File: src/design/i2cbs_pkg.sv
// Package for the I2C master bit sequencer: opcodes, command kinds and item types.
// It depends on nothing; every other file of the block imports it.
package i2cbs_pkg;

    // Opcodes as they arrive on the command channel.
    localparam logic [2:0] OP_START    = 3'd0;
    localparam logic [2:0] OP_STOP     = 3'd1;
    localparam logic [2:0] OP_WRITE    = 3'd2;
    localparam logic [2:0] OP_READ     = 3'd3;
    localparam logic [2:0] OP_SEND_ACK = 3'd4;
    localparam logic [2:0] OP_RECV_ACK = 3'd5;

    localparam int BITS_PER_BYTE = 8;
    localparam int BIT_W         = $clog2(BITS_PER_BYTE);
    localparam logic [BIT_W-1:0] LAST_BIT = BIT_W'(BITS_PER_BYTE - 1);

    // Depth of the command queue between front and back.
    localparam int QUEUE_DEPTH = 2;
    localparam int PTR_W       = (QUEUE_DEPTH > 1) ? $clog2(QUEUE_DEPTH) : 1;
    localparam int CNT_W       = $clog2(QUEUE_DEPTH + 1);

    // Phase position inside one command or one bit slot.
    localparam logic [1:0] SUB_0 = 2'd0;
    localparam logic [1:0] SUB_1 = 2'd1;
    localparam logic [1:0] SUB_2 = 2'd2;
    localparam logic [1:0] SUB_3 = 2'd3;

    typedef enum logic [2:0] {
        CMD_START,
        CMD_STOP,
        CMD_WRITE,
        CMD_READ,
        CMD_SEND_ACK,
        CMD_RECV_ACK
    } t_cmd_kind;

    typedef struct packed {
        logic [2:0] opcode;
        logic [7:0] tx_byte;
        logic       ack_to_send;
        logic [7:0] line_samples;
    } t_cmd_item;

    typedef struct packed {
        logic       scl_out;
        logic       sda_out;
        logic       sample_phase;
        logic [7:0] rx_byte;
        logic       ack_seen;
        logic       last_phase;
    } t_phase_item;

    // A classified command as it sits in the queue.
    typedef struct packed {
        t_cmd_kind  kind;
        logic [7:0] tx_byte;
        logic       ack_to_send;
        logic [7:0] line_samples;
    } t_queued_cmd;

endpackage

File: src/design/i2cbs_if.sv
// Handshake interfaces for the command channel and the phase channel.
// Depends on i2cbs_pkg for the payload types.
interface i2cbs_cmd_if;
    import i2cbs_pkg::*;
    logic      valid;
    logic      ready;
    t_cmd_item data;

    modport source (output valid, output data, input ready);
    modport sink   (input valid, input data, output ready);
endinterface

interface i2cbs_phase_if;
    import i2cbs_pkg::*;
    logic        valid;
    logic        ready;
    t_phase_item data;

    modport source (output valid, output data, input ready);
    modport sink   (input valid, input data, output ready);
endinterface

File: src/design/i2c_master_bit_sequencer.sv
// Top level of the I2C master bit sequencer: front end with command queue and
// the phase sequencing back end. Uses i2cbs_pkg, i2cbs_if, i2cbs_front, i2cbs_back.
//
// Usage: commands (start, stop, write byte, read byte, send ack, receive ack)
// enter on i_cmd; every bus phase leaves as one item on o_phase, carrying the
// SCL level, the SDA drive (1 is released) and a flag for sample phases. The
// read byte and the received acknowledge appear on the command's last phase.
// Unused opcodes are accepted and produce no phases.
// When the engine is idle, the first phase of a command passes through the queue,
// the command register and the output register. Throughput: one phase per cycle
// while the receiver takes them, so a command occupies the back end for its 3 to
// 25 phases; the sequencer loads the next queued command in the cycle of the last
// phase, so runs of commands leave without gaps. A two-entry queue lets new commands
// be accepted while a command is still being sequenced.
// When the receiver stalls, the output register holds its phase and the
// sequencer waits; the queue keeps accepting until it is full.
// Reset (synchronous, active low) empties the queue, drops the command in
// progress and returns both line levels to released high.
module i2c_master_bit_sequencer (
    input  logic           i_clk,
    input  logic           i_rst_n,
    i2cbs_cmd_if.sink      i_cmd,
    i2cbs_phase_if.source  o_phase
);
    import i2cbs_pkg::*;

    // Classified commands between the two halves.
    logic        q_valid;
    logic        q_ready;
    t_queued_cmd q_entry;

    i2cbs_front u_front (
        .i_clk     (i_clk),
        .i_rst_n   (i_rst_n),
        .i_cmd     (i_cmd),
        .o_q_valid (q_valid),
        .i_q_ready (q_ready),
        .o_q_entry (q_entry)
    );

    // The back end owns the line levels, so they persist across commands.
    i2cbs_back u_back (
        .i_clk     (i_clk),
        .i_rst_n   (i_rst_n),
        .i_q_valid (q_valid),
        .o_q_ready (q_ready),
        .i_q_entry (q_entry),
        .o_phase   (o_phase)
    );

endmodule

File: src/design/i2cbs_front.sv
// Front end of the I2C master bit sequencer: accepts commands, drops unused
// opcodes and holds classified commands in a short queue. Uses i2cbs_pkg, i2cbs_if.
module i2cbs_front (
    input  logic                    i_clk,
    input  logic                    i_rst_n,
    i2cbs_cmd_if.sink               i_cmd,
    output logic                    o_q_valid,
    input  logic                    i_q_ready,
    output i2cbs_pkg::t_queued_cmd  o_q_entry
);
    import i2cbs_pkg::*;

    t_queued_cmd          r_mem [QUEUE_DEPTH];
    logic [PTR_W-1:0]     r_wr_ptr, n_wr_ptr;
    logic [PTR_W-1:0]     r_rd_ptr, n_rd_ptr;
    logic [CNT_W-1:0]     r_count, n_count;

    logic                 legal;
    t_cmd_kind            kind;
    logic                 push;
    logic                 pop;
    t_queued_cmd          entry;

    // Decode the opcode; the two unused codes produce no phases at all.
    always_comb begin
        legal = 1'b1;
        kind  = CMD_START;
        unique case (i_cmd.data.opcode)
            OP_START:    kind = CMD_START;
            OP_STOP:     kind = CMD_STOP;
            OP_WRITE:    kind = CMD_WRITE;
            OP_READ:     kind = CMD_READ;
            OP_SEND_ACK: kind = CMD_SEND_ACK;
            OP_RECV_ACK: kind = CMD_RECV_ACK;
            default:     legal = 1'b0;
        endcase
    end

    assign entry.kind         = kind;
    assign entry.tx_byte      = i_cmd.data.tx_byte;
    assign entry.ack_to_send  = i_cmd.data.ack_to_send;
    assign entry.line_samples = i_cmd.data.line_samples;

    assign i_cmd.ready = (r_count != CNT_W'(QUEUE_DEPTH));
    assign push        = i_cmd.valid && i_cmd.ready && legal;
    assign o_q_valid   = (r_count != '0);
    assign pop         = o_q_valid && i_q_ready;
    assign o_q_entry   = r_mem[r_rd_ptr];

    always_comb begin
        n_wr_ptr = r_wr_ptr;
        n_rd_ptr = r_rd_ptr;
        n_count  = r_count;
        if (push) begin
            n_wr_ptr = (r_wr_ptr == PTR_W'(QUEUE_DEPTH - 1)) ? '0 : r_wr_ptr + 1'b1;
        end
        if (pop) begin
            n_rd_ptr = (r_rd_ptr == PTR_W'(QUEUE_DEPTH - 1)) ? '0 : r_rd_ptr + 1'b1;
        end
        if (push && !pop) begin
            n_count = r_count + 1'b1;
        end else if (pop && !push) begin
            n_count = r_count - 1'b1;
        end
    end

    always_ff @(posedge i_clk) begin
        if (!i_rst_n) begin
            r_wr_ptr <= '0;
            r_rd_ptr <= '0;
            r_count  <= '0;
        end else begin
            r_wr_ptr <= n_wr_ptr;
            r_rd_ptr <= n_rd_ptr;
            r_count  <= n_count;
        end
    end

    always_ff @(posedge i_clk) begin
        if (push) begin
            r_mem[r_wr_ptr] <= entry;
        end
    end

`ifndef ASSERT_OFF
    a_count_bound: assert property (@(posedge i_clk) disable iff (!i_rst_n)
        r_count <= CNT_W'(QUEUE_DEPTH))
        else $error("command queue count beyond its depth");

    a_unused_dropped: assert property (@(posedge i_clk) disable iff (!i_rst_n)
        (i_cmd.valid && i_cmd.ready && !legal) |=> (r_count <= $past(r_count)))
        else $error("unused opcode entered the command queue");
`endif

endmodule

File: src/design/i2cbs_back.sv
// Back end of the I2C master bit sequencer: walks one queued command through its
// bus phases and holds the line levels and the output register. Uses i2cbs_pkg, i2cbs_if.
module i2cbs_back (
    input  logic                    i_clk,
    input  logic                    i_rst_n,
    input  logic                    i_q_valid,
    output logic                    o_q_ready,
    input  i2cbs_pkg::t_queued_cmd  i_q_entry,
    i2cbs_phase_if.source           o_phase
);
    import i2cbs_pkg::*;

    logic             r_busy, n_busy;
    t_queued_cmd      r_cmd;
    logic [1:0]       r_sub, n_sub;
    logic [BIT_W-1:0] r_bit, n_bit;
    logic             r_scl, r_sda;
    logic             r_out_valid, n_out_valid;
    t_phase_item      r_out;

    t_phase_item      ph;
    logic             advance;
    logic             load;

    assign advance = r_busy && (!r_out_valid || o_phase.ready);

    // Phase of the current command at the current position. Levels shown are
    // the ones in force after this phase; a sample phase leaves them alone.
    always_comb begin
        ph.scl_out      = r_scl;
        ph.sda_out      = r_sda;
        ph.sample_phase = 1'b0;
        ph.rx_byte      = '0;
        ph.ack_seen     = 1'b0;
        ph.last_phase   = 1'b0;
        unique case (r_cmd.kind)
            CMD_START: begin
                case (r_sub)
                    SUB_0:   ph.sda_out = 1'b1;
                    SUB_1:   ph.scl_out = 1'b1;
                    SUB_2:   ph.sda_out = 1'b0;
                    default: begin
                        ph.scl_out    = 1'b0;
                        ph.last_phase = 1'b1;
                    end
                endcase
            end
            CMD_STOP: begin
                case (r_sub)
                    SUB_0:   ph.sda_out = 1'b0;
                    SUB_1:   ph.scl_out = 1'b1;
                    default: begin
                        ph.sda_out    = 1'b1;
                        ph.last_phase = 1'b1;
                    end
                endcase
            end
            CMD_WRITE: begin
                case (r_sub)
                    SUB_0:   ph.sda_out = r_cmd.tx_byte[LAST_BIT - r_bit];
                    SUB_1:   ph.scl_out = 1'b1;
                    default: begin
                        ph.scl_out    = 1'b0;
                        ph.last_phase = (r_bit == LAST_BIT);
                    end
                endcase
            end
            CMD_READ: begin
                // The sampled levels assemble into the byte exactly as given.
                case (r_sub)
                    SUB_0:   ph.sda_out = 1'b1;
                    SUB_1:   ph.scl_out = 1'b1;
                    SUB_2:   ph.sample_phase = 1'b1;
                    default: begin
                        ph.scl_out    = 1'b0;
                        ph.last_phase = (r_bit == LAST_BIT);
                        ph.rx_byte    = (r_bit == LAST_BIT) ? r_cmd.line_samples : 8'h00;
                    end
                endcase
            end
            CMD_SEND_ACK: begin
                case (r_sub)
                    SUB_0:   ph.sda_out = r_cmd.ack_to_send;
                    SUB_1:   ph.scl_out = 1'b1;
                    default: begin
                        ph.scl_out    = 1'b0;
                        ph.last_phase = 1'b1;
                    end
                endcase
            end
            CMD_RECV_ACK: begin
                case (r_sub)
                    SUB_0:   ph.sda_out = 1'b1;
                    SUB_1:   ph.scl_out = 1'b1;
                    SUB_2:   ph.sample_phase = 1'b1;
                    default: begin
                        ph.scl_out    = 1'b0;
                        ph.last_phase = 1'b1;
                        ph.ack_seen   = r_cmd.line_samples[7];
                    end
                endcase
            end
            default: ;
        endcase
    end

    // A new command is taken as soon as the current one emits its last phase.
    assign load      = i_q_valid && o_q_ready;
    assign o_q_ready = !r_busy || (advance && ph.last_phase);

    always_comb begin
        n_busy      = r_busy;
        n_sub       = r_sub;
        n_bit       = r_bit;
        n_out_valid = r_out_valid;
        if (advance) begin
            n_out_valid = 1'b1;
        end else if (o_phase.ready) begin
            n_out_valid = 1'b0;
        end
        if (load) begin
            n_busy = 1'b1;
            n_sub  = SUB_0;
            n_bit  = '0;
        end else if (advance && ph.last_phase) begin
            n_busy = 1'b0;
        end else if (advance) begin
            if (r_cmd.kind == CMD_WRITE && r_sub == SUB_2) begin
                n_sub = SUB_0;
                n_bit = r_bit + 1'b1;
            end else if (r_cmd.kind == CMD_READ && r_sub == SUB_3) begin
                n_sub = SUB_1;
                n_bit = r_bit + 1'b1;
            end else begin
                n_sub = r_sub + 1'b1;
            end
        end
    end

    always_ff @(posedge i_clk) begin
        if (!i_rst_n) begin
            r_busy      <= 1'b0;
            r_sub       <= SUB_0;
            r_bit       <= '0;
            r_scl       <= 1'b1;
            r_sda       <= 1'b1;
            r_out_valid <= 1'b0;
        end else begin
            r_busy      <= n_busy;
            r_sub       <= n_sub;
            r_bit       <= n_bit;
            r_out_valid <= n_out_valid;
            if (advance) begin
                r_scl <= ph.scl_out;
                r_sda <= ph.sda_out;
            end
        end
    end

    always_ff @(posedge i_clk) begin
        if (load) begin
            r_cmd <= i_q_entry;
        end
        if (advance) begin
            r_out <= ph;
        end
    end

    assign o_phase.valid = r_out_valid;
    assign o_phase.data  = r_out;

`ifndef ASSERT_OFF
    a_sample_scl_high: assert property (@(posedge i_clk) disable iff (!i_rst_n)
        (r_out_valid && r_out.sample_phase) |-> r_out.scl_out)
        else $error("SDA sampled while SCL is low");

    a_report_on_last: assert property (@(posedge i_clk) disable iff (!i_rst_n)
        (r_out_valid && !r_out.last_phase) |-> (r_out.rx_byte == 8'h00 && !r_out.ack_seen))
        else $error("read result shown before the last phase");

    a_busy_continues: assert property (@(posedge i_clk) disable iff (!i_rst_n)
        (advance && !ph.last_phase) |=> r_busy)
        else $error("command dropped before its last phase");

    a_bit_only_bytes: assert property (@(posedge i_clk) disable iff (!i_rst_n)
        (r_busy && !(r_cmd.kind == CMD_WRITE || r_cmd.kind == CMD_READ)) |-> (r_bit == '0))
        else $error("bit counter moved outside a byte command");
`endif

endmodule

File: src/flat_wrapper.sv
// flat-port wrapper written by rule: the top's interface ports become plain ports
module i2c_master_bit_sequencer_flat import i2cbs_pkg::*;
  (i_clk, i_rst_n, i_cmd_valid, i_cmd_data, i_cmd_ready, o_phase_valid, o_phase_data, o_phase_ready);
  i2cbs_cmd_if i_cmd_i ();
  i2cbs_phase_if o_phase_i ();
  input  logic i_clk;
  input  logic i_rst_n;
  input wire logic [$bits(i_cmd_i.valid)-1:0] i_cmd_valid;
  input wire logic [$bits(i_cmd_i.data)-1:0] i_cmd_data;
  output wire logic [$bits(i_cmd_i.ready)-1:0] i_cmd_ready;
  output wire logic [$bits(o_phase_i.valid)-1:0] o_phase_valid;
  output wire logic [$bits(o_phase_i.data)-1:0] o_phase_data;
  input wire logic [$bits(o_phase_i.ready)-1:0] o_phase_ready;
  assign i_cmd_i.valid = i_cmd_valid;
  assign i_cmd_i.data = i_cmd_data;
  assign i_cmd_ready = i_cmd_i.ready;
  assign o_phase_valid = o_phase_i.valid;
  assign o_phase_data = o_phase_i.data;
  assign o_phase_i.ready = o_phase_ready;
  i2c_master_bit_sequencer u_core (.i_clk(i_clk), .i_rst_n(i_rst_n), .i_cmd(i_cmd_i), .o_phase(o_phase_i));
endmodule
File: config.mk
export PLATFORM = sky130hd
export DESIGN_NAME = i2c_master_bit_sequencer_flat
export DESIGN_NICKNAME = d
export VERILOG_FILES = /design/src/design/i2cbs_pkg.sv /design/src/design/i2cbs_if.sv /design/src/design/i2c_master_bit_sequencer.sv /design/src/design/i2cbs_front.sv /design/src/design/i2cbs_back.sv /design/src/flat_wrapper.sv
export SDC_FILE = /design/constraint.sdc
export NUM_CORES = 1
export LEC_CHECK = 0
export BUFFER_PORTS_ARGS = -buffer_cell sky130_fd_sc_hd__buf_2
export CAP_MARGIN = 20
export CORE_MARGIN = 2
export CORE_UTILIZATION = 50
export DETAILED_ROUTE_END_ITERATION = 6
export GPL_ROUTABILITY_DRIVEN = 0
export PLACE_DENSITY = 0.73
export SYNTH_ARGS = -nofsm -noshare
export SYNTH_HDL_FRONTEND = slang
export SYNTH_SLANG_ARGS = --single-unit
File: constraint.sdc
create_clock -name i_clk -period 5.1 [get_ports i_clk]
set_input_delay 1.02 -clock i_clk [delete_from_list [all_inputs] [get_ports i_clk]]
set_output_delay 1.02 -clock i_clk [all_outputs]
set_load 0.02 [all_outputs]
# == Yosys cells after proc, flatten, opt, wreduce, memory -nomap -nowiden ==
# Memory sizes are Yosys's and may differ from the RTL's. A register that Yosys moved wholly into a read port is not among the register bits.
# Index checks and enable logic that the tools add are counted.
# op_classes
addsub,7
n_mul,0
n_div,0
n_lt_le_gt_ge,1
n_eq_ne,15
shift,0
mux,34
n_bitwise,5
n_reduce_logical,34
# op_table
cell,count
1-bit 2-to-1 mux,20
"3-bit equality test, second input constant",5
3-bit one-hot mux with 5 select lines,1
"3-bit by 2-bit equality test with 1-bit output, second input constant",4
2-bit one-hot mux with 5 select lines,1
2-bit nonzero test,5
2-bit OR reduction,5
1-bit logical AND,9
2-bit 2-to-1 mux,4
1-bit one-hot mux with 2 select lines,4
"3-bit by 1-bit equality test with 1-bit output, second input constant",2
3-bit zero test,2
3-bit 2-to-1 mux,2
6-bit OR reduction,1
1-bit inverter,5
1-bit one-hot mux with 5 select lines,1
5-bit OR reduction,1
"2-bit by 1-bit adder with 2-bit output, second input constant",2
"2-bit equality test, second input constant",2
1-bit zero test,4
"3-bit by 4-bit less-than comparator with 1-bit output, second input constant",1
4-bit OR reduction,1
"3-bit by 1-bit adder with 3-bit output, second input constant",1
1-bit binary-select mux with 3-bit select,1
other kinds (10),12
# totals
ff_bits,26
latch_bits,0
ramBits,40
mem_bits_ro,0
mem_count,1
# mem_list
name,words,word_bits,rd,rd_ports_with_merged_regs,wr,line,text
u_core.u_front.r_mem,2,20,1,1,1,i2cbs_front.sv:13,t_queued_cmd r_mem [QUEUE_DEPTH];

# == Logic depth before layout (Yosys ltp) ==
# Gate-level depths: netlist (run 1).
# logic_depth
ltp_word,10
depth_mapped,11
depth_no_buf,11

# == Cells and area by module ==
# Synthesis (run 1) repeated with hierarchy kept, for this count alone.
# hier_totals
hier_cells,232
hier_area_um2,3643.5
# by_module_without_submodules
module,instances,cells_each,area_each_um2
i2cbs_back,1,142,1951.9
i2cbs_front,1,90,1691.6

# == Least setup slack after synthesis (run 1) ==
# OpenSTA, ideal clock, no wires.
# synth_path
path_kind,register to register
from,register u_core.u_back.r_sub[0]
to,register u_core.u_back.r_cmd[0] (netlist name)
setup_ns,0.399
arrival_ns,2.565
setup_slack_ns,2.136
path_stages_with_launch,8
path_buffers,0
cell_sequence,dfxtp_1 -> inv_1 -> ha_1 -> nor2_1 -> o311ai_2 -> a21oi_1 -> nand2b_1 -> nor2b_1
# synth_via
elab_chain_len,7
elab_cells_between_ends,14
cone_classes,eq/ne (2); mux (6); reduce/logical (6)
# synth_lines
item,line,text
from (decl),i2cbs_back.sv:15,"logic [1:0] r_sub, n_sub;"
from (signal assigned),i2cbs_back.sv:150,r_sub <= n_sub;
2-bit equality test (tied with other cells),"i2cbs_back.sv:38, i2cbs_back.sv:70, i2cbs_back.sv:92",
3-bit OR reduction (no source line) or 2-bit OR reduction (tied branches),n/a,
1-bit 2-to-1 mux (on tied branches),n/a,
1-bit one-hot mux with 5 select lines *,i2cbs_back.sv:36,unique case (r_cmd.kind)
1-bit logical AND *,i2cbs_back.sv:109,assign o_q_ready = !r_busy || (advance && ph.last_phase);
1-bit logical OR *,i2cbs_back.sv:109,
1-bit logical AND *,i2cbs_back.sv:108,assign load = i_q_valid && o_q_ready;
via u_core.u_back.load,i2cbs_back.sv:23,logic load;
# Mark *: on every way through the listed nets, which the timed path passes. The rest lies on a longest branch.
# A chain may end at the register's enable or synchronous reset.

# == Worst setup path after layout (run 1) ==
# layout_path
from,register u_core.u_back.r_sub[0]
to,register u_core.u_front.r_count[1]
# layout_via
elab_chain_len,10
elab_cells_between_ends,19
cone_classes,eq/ne (2); mux (7); reduce/logical (10)
# layout_lines
item,line,text
2-bit equality test (tied with other cells),"i2cbs_back.sv:38, i2cbs_back.sv:70, i2cbs_back.sv:92",
3-bit OR reduction (no source line) or 2-bit OR reduction (tied branches),n/a,
1-bit 2-to-1 mux (on tied branches),n/a,
1-bit one-hot mux with 5 select lines *,i2cbs_back.sv:36,
1-bit logical AND *,i2cbs_back.sv:109,
1-bit logical OR *,i2cbs_back.sv:109,
1-bit logical AND *,i2cbs_front.sv:47,assign pop = o_q_valid && i_q_ready;
1-bit zero test,i2cbs_front.sv:60,if (push && !pop) begin
1-bit logical AND,i2cbs_front.sv:60,
2-bit 2-to-1 mux or 2-bit nonzero test (tied branches),n/a,
to (signal assigned),i2cbs_front.sv:75,r_count <= n_count;
to (decl),i2cbs_front.sv:16,"logic [CNT_W-1:0] r_count, n_count;"
# Mark *: on every way between the ends. The rest lies on a longest branch, timed or not.

==> results.md, run 1 <==
- Worst skew pair latency: 0.34 ns
- NumNets Final: 304
- Total GRT Usage: 0.149
- # clock sinks: 86
- WP data required: 5.37 ns
- TritonCTS clock tree: built
- Area of the mapped netlist: 3560 um^2
- Final Hold Fails: 0
- CTS H-tree depth: 3
- Asr flop ratio synth: 0
- Vias in the first global route: 1859
- Crit end category: flip-flop
- Final Setup Violations: 0
- #FFs+latches synth: 86
- Hold Crit Class: reg2reg
- Cts hold-fix bufs: 0
- Boundary Pins: 39
- Post-synth EDFFs: 73
- Initial Utilization: 0.522
- Inserted Diodes: 0
- Final period util: 0.572
- DRC viols: 0
- Routed vias: 1931
- Cell variety after synth: 48
- Largest net degree at the start of global routing: 25
- Die area: 7820 um^2
- Synth-to-Final Area Change: 15.1%
- TritonCTS buffer count: 9
- CP Class: reg2reg
- Clk_skew: 0.0109 ns
- Grt total ovfl: 0
- Synthesized area per cell: 15.7 um^2
- Synth Instances: 227
- Core area: 6830 um^2
- DRT iter0 DRCs: 136
- Worst path slowest cell: dfxtp_1
- Cell mode on critical path: ha_1
- Final slew viol count: 0
- CP cell instances: inv_1, ha_1, nor2_1, o311ai_2, a21oi_1, nand2b_1, o21ai_0, ha_1, or3_1, a21boi_0
- Most common cell after layout, fill and taps aside: edfxtp_1
- Routed len/inst: 14.3 um
- Worst slew margin: 0.375
- PortBufs: 38
- ANT nets after route: 0
- Hold WS: 0.520 ns
- Tightest Pin Transition: 0.937 ns
- Initial antenna violation count: 0
- Std cell rows: 30
- Largest fanout on the critical path: 10
- RSZ-0062 raised after global routing: false
- Initial DRT Pass Iterations: 5
- Share of cells above drive strength 1: 0.312
- Chip width: 88.4 um
- Vias per Instance: 5.19
- Die Y-Extent: 88.4 um
- Drt total wl: 5330 um
- Minimum clock period: 2.92 ns
- CP arrival: 3.19 ns
- CTS clk-pin slew, worst paths: 0.09 ns
- Setup Buffers After CTS: 0
- First-pass GRT wire length: 8580 um
- CP peak stage delay: 0.50 ns
- FILL cells: 564
- PnR worst setup slack: 2.18 ns
- Ys flop type: edfxtp_1
- Leak: 1.49 nW
- PwrDens: 522 nW/um^2
- Status: finished, final reports clean
- Part of the Yosys area used for sequential elements: 0.688
- Peak Freq: 343 MHz
- Final TNS setup: 0 ns
- Post-DP HPWL: 3390 um
- Syn nets: 259
- Worst vdd ir: 0.233 mV
- Dpl ws: 2.21 ns
- Most frequent cells in the layout: 73 x edfxtp_1, 38 x buf_2, 21 x mux2_2
- PostCTS Resize Cnt: 0
- Warnings, synthesis: 0
- Setup crit start kind: flip-flop
- Max Cap Viol: 0
- Clock buffer depth: 2
- CTS root buffer: clkbuf_8
==> routing by layer <==
layer	vias to the layer above	routed length, um	GRT usage
li1	949	-	-
met1	927	2320	0.181
met2	46	2670	0.242
met3	9	207	0.0410
met4	0	126	0.0840
met5	-	0	0
==> state kept, by name (all words and copies together) (netlist names), 2 cells and up <==
name                        flops
u_core.u_front.r_mem           40
u_core.u_back.r_cmd            20
u_core.u_back.o_phase.data     13
u_core.u_back.r_bit             3
u_core.u_back.r_sub             2
u_core.u_front.r_count          2
==> final timing paths <==
kind	start	cells past startpoint	endpoint	slack, ns
setup / recovery	u_core.u_back.r_sub[0]	10	u_core.u_front.r_count[1]	2.18
setup reg to reg	u_core.u_back.r_sub[0]	10	u_core.u_front.r_count[1]	2.18
hold / removal	u_core.u_back.r_cmd[5]	1	u_core.u_back.o_phase.data[7]	0.52
hold reg to reg	u_core.u_back.r_cmd[5]	1	u_core.u_back.o_phase.data[7]	0.52
==> cell usage after synthesis (all sizes together), types with 3 or more instances <==
cell type  instances  area share
nand2b             3      0.0053
edfxtp            73        0.62
nand2             10       0.011
and2              12       0.021
a21oi              7      0.0098
nor2              10       0.011
dfxtp             13       0.073
o21ai              5      0.0070
nor3               3      0.0056
and3b              3      0.0084
inv                3      0.0032
mux2i              5       0.014
clkbuf             5      0.0053
buf                3      0.0067
ha                 8       0.028
nor2b              7       0.012
xor2               3      0.0074
o21a               3      0.0063
nand3              3      0.0056
mux2              21       0.066
==> power by group <==
group          total [W]  internal (W)  switching [W]
registers        0.00107      0.000965       0.000101
clock network   0.000518      0.000278       0.000240
logic           0.000557      0.000251       0.000306
==> metrics by stage <==
stage	utilization	total power [W]	area, um^2	cells
after global placement	0.564	0.00160	3850	356
final	0.600	0.00214	4100	372
after floorplan	-	0.00147	3560	227
after CTS	0.596	0.00214	4070	371
after detailed placement	0.564	0.00162	3850	356
after global routing	0.600	0.00226	4100	372
==> worst max-delay path: cells and delay by family, from the launching register on <==
family	cells	cell delay, ns
fa+ha+maj	2	0.62
compound gates	4	0.80
simple gates	3	0.79
buf+inv	1	0.13
flops	1	0.50
==> area by class of cell <==
class                           instances  area (um^2)  share of cell area
Clock buffer                            9          124              0.0302
Clock inverter                          6         95.1              0.0232
Inverter                                3         11.3             0.00275
Multi-Input combinational cell        130         1060               0.258
Sequential cell                        86         2450               0.598
Tap cell                               96          120              0.0293
Timing Repair Buffer                   42          240              0.0586
==> kinds of logic after synthesis <==
group / Yosys count / synth area share
adders and majority gates: 8 / 0.0281
muxes: 28 / 0.0930
and+or+nand+nor: 62 / 0.104
xor gates and xnor gates: 4 / 0.00983
buffers and inverters: 11 / 0.0151
DFF: 86 / 0.688
AOI/OAI and AO/OA: 28 / 0.0614
No activity file was read; power rests on OpenSTA's default activity.
==> run 2, diff against run 1 <==
--- a/config.mk
+++ b/config.mk
@@ -5,6 +5,7 @@
 export SDC_FILE = /design/constraint.sdc
 export NUM_CORES = 1
 export LEC_CHECK = 0
+export ABC_AREA = 1
 export BUFFER_PORTS_ARGS = -buffer_cell sky130_fd_sc_hd__buf_2
 export CAP_MARGIN = 20
 export CORE_MARGIN = 2
==> constraint.sdc (replaced) <==
create_clock -name i_clk -period 2.96 [get_ports i_clk]
set_input_delay 0.592 -clock i_clk [delete_from_list [all_inputs] [get_ports i_clk]]
set_output_delay 0.592 -clock i_clk [all_outputs]
set_load 0.02 [all_outputs]
==> results.md, run 2 <==
- Ys flop type: edfxtp_1
- Routed vias: 2158
- Asr flop ratio synth: 0
- Number of flip-flops in the largest register: 40
- ANT nets after route: 0
- Part of the Yosys area used for sequential elements: 0.687
- Switching power: 0.00130 W
- Synth Instances: 290
- Hold Crit Class: in2reg
- Clk_skew: 0.0104 ns
- Routed len/inst: 12.8 um
- Dpl ws: 0.538 ns
- Final slew viol count: 0
- Warnings, synthesis: 0
- Vias in the first global route: 1981
- Post-DP HPWL: 3760 um
- Area of the mapped netlist: 3570 um^2
- Final Setup Violations: 0
- Top post-synthesis cells by count: 73 x edfxtp_1, 51 x nand2_1, 35 x inv_1
- Minimum clock period: 2.45 ns
- Most common cell after layout, fill and taps aside: edfxtp_1
- TritonCTS clock tree: built
- Peak Freq: 408 MHz
- Boundary Pins: 39
- Count leader, synth: edfxtp_1
- Die area: 7830 um^2
- Initial Utilization: 0.522
- Yosys top cell area share: 0.615
- CTS clk-pin slew, worst paths: 0.09 ns
- Die Y-Extent: 88.5 um
- Syn nets: 322
- Sw Share: 0.340
- CP arrival: 2.69 ns
- Crit end category: flip-flop
- Total GRT Usage: 0.155
- Inserted Diodes: 0
- FILL cells: 571
- Final TNS setup: 0 ns
- Vias per Instance: 4.89
- Setup Buffers After CTS: 0
- Top reg by flops: u_core.u_front.r_mem
- Clock power frac: 0.219
- Flop pwr share: 0.499
- Int Power: 0.00253 W
- Footprint of the multi-input gates: 962 um^2
- Logic pwr share: 0.282
- Cell variety after synth: 27
- Chip width: 88.5 um
- Final period util: 0.828
- NumNets Final: 372
- Drt total wl: 5640 um
- Synth-to-Final Area Change: 14.9%
- Leak: 1.69 nW
- Clock buffer depth: 2
- Tightest Pin Transition: 1.02 ns
- CTS H-tree depth: 3
- Share of cells above drive strength 1: 0.264
- Final Hold Fails: 0
- # clock sinks: 86
- PostCTS Resize Cnt: 0
- DRT iter0 DRCs: 130
- Cts hold-fix bufs: 0
- RSZ-0062 raised after global routing: false
- CP Class: reg2reg
- Grt total ovfl: 0
- Status: finished, final reports clean
- Worst skew pair latency: 0.35 ns
- PnR worst setup slack: 0.510 ns
- #FFs+latches synth: 86
- CTS root buffer: clkbuf_8
- Initial DRT Pass Iterations: 4
- First-pass GRT wire length: 8890 um
- Worst vdd ir: 0.429 mV
- Std cell rows: 30
- Most frequent cells in the layout: 73 x edfxtp_1, 51 x nand2_1, 38 x buf_2
- DRC viols: 0
- Largest cells by area after synthesis: edfxtp_1 61%, dfxtp_1 7.3%, mux2_2 6.3%
- WP data required: 3.20 ns
- Core area: 6830 um^2
- PortBufs: 38
- Worst slew margin: 0.322
- Initial antenna violation count: 0
- PwrDens: 935 nW/um^2
- TritonCTS buffer count: 9
- Largest net degree at the start of global routing: 23
- Area leader, netlist: edfxtp_1
- Max Cap Viol: 0
- Synthesized area per cell: 12.3 um^2
- Setup crit start kind: flip-flop
- Flip-flop and latch area: 2450 um^2
- Post-synth EDFFs: 73
- Largest fanout on the critical path: 10
-- run 2: final cells by class --
type                       count  area share
tap                           96      0.0293
timing repair buffer          41      0.0519
clock inverter                 7      0.0192
inverter                      39      0.0363
sequential                    86       0.598
multi-input combinational    163       0.235
clock buffer                   9      0.0302
-- run 2: critical path, cell delays in order, from the launching register on --
cell     delay (ns)
dfxtp_1        0.52
inv_1          0.11
ha_1           0.26
nor2_2         0.15
nand2_1        0.07
nor2_1         0.13
nor2_2         0.06
nand3_2        0.08
nand2_2        0.06
nand2_4        0.09
nand2_4        0.07
ha_1           0.32
a21oi_1        0.11
o21ai_0        0.11
o21ai_0        0.15
a21oi_1        0.05
-- run 2: logic make-up (layout without fill, tap and decap cells) --
kind of cell | Yosys count | count (layout) | synth area share
adder cells (fa/ha/maj) | 8 | 8 | 0.0281
AO/OA/AOI/OAI | 25 | 25 | 0.0386
multiplexers | 20 | 20 | 0.0631
AND/OR/NAND/NOR | 110 | 110 | 0.139
flip-flops | 86 | 86 | 0.687
buffers and inverters | 41 | 96 | 0.0442
-- run 2: final timing paths --
| kind | startpoint | endpoint | slack [ns] | depth (start not counted) |
|---|---|---|---|---|
| setup / recovery | u_core.u_back.r_sub[0] | u_core.u_front.r_count[1] | 0.51 | 15 |
| hold / removal | i_cmd_data[1] | u_core.u_front.r_mem[0][1] | 0.42 | 1 |
| setup reg to reg | u_core.u_back.r_sub[0] | u_core.u_front.r_count[1] | 0.51 | 15 |
| hold reg to reg | u_core.u_back.o_phase.valid | u_core.u_back.o_phase.valid | 0.49 | 2 |
-- run 2: power by group through the flow --
stage                     logic (W)  clock network [W]  registers, W
final                       0.00108           0.000837       0.00191
after CTS                   0.00108           0.000856       0.00192
after detailed placement    0.00107                  0       0.00194
after floorplan            0.000772                  0       0.00194
after global placement      0.00105                  0       0.00193
after global routing        0.00120           0.000899       0.00195
-- run 2: metrics by stage --
stage	total power [W]	cells	utilization	hold WS, ns	cell area, um^2
floorplan	0.00271	290	-	0.464	3570
global placement	0.00298	425	0.570	0.476	3900
detailed placement	0.00302	425	0.570	0.487	3900
CTS	0.00385	441	0.600	0.404	4100
global route	0.00406	441	0.600	0.395	4100
finish	0.00383	441	0.600	0.422	4100
-- run 2: routing by layer --
metal / up-vias / track usage / part of all wire
met4: 0 / 0.0537 / 0.0043
met5: - / 0 / 0
met1: 1007 / 0.185 / 0.44
li1: 1089 / - / -
met3: 5 / 0.0504 / 0.048
met2: 57 / 0.265 / 0.51
==> run 3, diff against run 2 <==
--- a/config.mk
+++ b/config.mk
@@ -5,14 +5,14 @@
 export SDC_FILE = /design/constraint.sdc
 export NUM_CORES = 1
 export LEC_CHECK = 0
-export ABC_AREA = 1
+export ABC_AREA = 0
 export BUFFER_PORTS_ARGS = -buffer_cell sky130_fd_sc_hd__buf_2
 export CAP_MARGIN = 20
 export CORE_MARGIN = 2
 export CORE_UTILIZATION = 50
 export DETAILED_ROUTE_END_ITERATION = 6
 export GPL_ROUTABILITY_DRIVEN = 0
-export PLACE_DENSITY = 0.73
+export PLACE_DENSITY = 0.75
 export SYNTH_ARGS = -nofsm -noshare
 export SYNTH_HDL_FRONTEND = slang
 export SYNTH_SLANG_ARGS = --single-unit
==> constraint.sdc (replaced) <==
create_clock -name i_clk -period 2.18 [get_ports i_clk]
set_input_delay 0.436 -clock i_clk [delete_from_list [all_inputs] [get_ports i_clk]]
set_output_delay 0.436 -clock i_clk [all_outputs]
set_load 0.02 [all_outputs]
==> results.md, run 3 (synthesized netlist as in run 1, its figures left out) <==
- Status: finished with violations
- Failing checks: negative setup slack
- RSZ-0062 raised after global routing: true
- Setup crit start kind: flip-flop
- Chip width: 88.4 um
- Number of flip-flops in the largest register: 40
- Grt total ovfl: 0
- Grt met2 use: 0.254
- WP data required: 2.46 ns
- CP Class: reg2reg
- NumNets Final: 323
- ANT nets after route: 0
- Max Cap Viol: 0
- Drt total wl: 5530 um
- Largest fanout on the critical path: 3
- First-pass GRT wire length: 8940 um
- Dpl ws: -0.0217 ns
- Share of cells above drive strength 1: 0.392
- DRT iter0 DRCs: 112
- Most frequent cells in the layout: 73 x edfxtp_1, 38 x buf_2, 23 x buf_4
- Initial Utilization: 0.522
- DRC viols: 0
- Synth-to-Final Area Change: 21.0%
- CTS H-tree depth: 3
- Final Hold Fails: 0
- Global Route met1 Usage: 0.195
- Clock buffer depth: 2
- Cell mode on critical path: ha_4
- Routed len/inst: 14.1 um
- Worst slew margin: 0.610
- Leak: 1.59 nW
- Worst path slowest cell: dfxtp_4
- PwrDens: 1200 nW/um^2
- CTS clk-pin slew, worst paths: 0.09 ns
- Crit end category: flip-flop
- Initial DRT Pass Iterations: 4
- Final Setup Violations: 1
- Die area: 7820 um^2
- FILL cells: 512
- Total GRT Usage: 0.155
- Post-DP HPWL: 3680 um
- Final slew viol count: 0
- GR Layer Usage met3: 0.0382
- CP arrival: 2.48 ns
- Vias in the first global route: 1948
- TritonCTS buffer count: 9
- Inserted Diodes: 0
- CTS root buffer: clkbuf_8
- Peak Freq: 454 MHz
- Most common cell after layout, fill and taps aside: edfxtp_1
- PortBufs: 38
- Worst skew pair latency: 0.34 ns
- Core area: 6830 um^2
- # clock sinks: 86
- CP peak stage delay: 0.35 ns
- Layer with the highest usage: met2
- Vias per Instance: 5.22
- Std cell rows: 30
- Tightest Pin Transition: 0.584 ns
- Cts hold-fix bufs: 0
- Minimum clock period: 2.20 ns
- Die Y-Extent: 88.4 um
- Hold Crit Class: in2reg
- Top reg by flops: u_core.u_front.r_mem
- Largest net degree at the start of global routing: 25
- Clk_skew: 0.0114 ns
- Final period util: 1.01
- TritonCTS clock tree: built
- Routed vias: 2047
- PnR worst setup slack: -0.0205 ns
- Final Util: 0.631
- CP cell instances: ha_4, ha_4, and3b_1, o311ai_4, a21oi_2, nand2b_4, o21ai_2, ha_4, or3_1, a21boi_1
- Worst vdd ir: 0.576 mV
- Initial antenna violation count: 0
- Boundary Pins: 39
## run 3: per-stage QoR
step	TNS, ns	instance area [um^2]	total power, W	hold slack (ns)	instances
3_5_place_dp	-0.0217	4050	0.00395	0.500	373
5_1_grt	-0.973	4310	0.00546	0.253	392
3_3_place_gp	0	4050	0.00391	0.493	373
6_report	-0.0205	4310	0.00518	0.275	392
4_1_cts	-0.0191	4270	0.00515	0.259	389
2_1_floorplan	-0.0444	3630	0.00351	0.460	227
## run 3: layout make-up
| cell class | count | area (um^2) | share of cell area |
|---|---|---|---|
| timing repair buffer | 61 | 363 | 0.0842 |
| multi-input combinational | 130 | 1140 | 0.265 |
| clock inverter | 5 | 82.6 | 0.0192 |
| tap | 96 | 120 | 0.0279 |
| sequential | 86 | 2460 | 0.571 |
| inverter | 3 | 11.3 | 0.00261 |
| clock buffer | 11 | 131 | 0.0305 |
## run 3: worst paths after layout
| kind | from | to | slack, ns | depth (start not counted) |
|---|---|---|---|---|
| worst min register to register | u_core.u_back.r_cmd[2] | u_core.u_back.o_phase.data[4] | 0.52 | 1 |
| worst max register to register | u_core.u_back.r_bit[0] | u_core.u_front.r_count[1] | -0.02 | 10 |
| worst min-delay path | i_cmd_data[2] | u_core.u_front.r_mem[1][2] | 0.28 | 1 |
| worst max-delay path | u_core.u_back.r_bit[0] | u_core.u_front.r_count[1] | -0.02 | 10 |
## run 3: critical path, delay by kind of cell, from the launching register on
kind	cells	cell delay, ns
simple gates	3	0.67
compound gates	4	0.56
fa+ha+maj	3	0.54
flops	1	0.35
## run 3: repair_timing
action / 4_1_cts / 5_1_grt
setup endpoints to repair: 1 / 21
pin swaps: 2 / 4
setup buffers: 0 / 3
gates resized for setup: 1 / 2
## run 3: where the power goes
part	internal [W]	switching (W)
Combinational	0.000705	0.000858
Clock	0.000651	0.000546
Sequential	0.00226	0.000162
Total	0.00362	0.00156
## run 3: layer usage
metal / vias up / wire length, um
met3: 6 / 248
met1: 993 / 2510
met2: 55 / 2710
li1: 993 / -
met4: 0 / 65
met5: - / 0
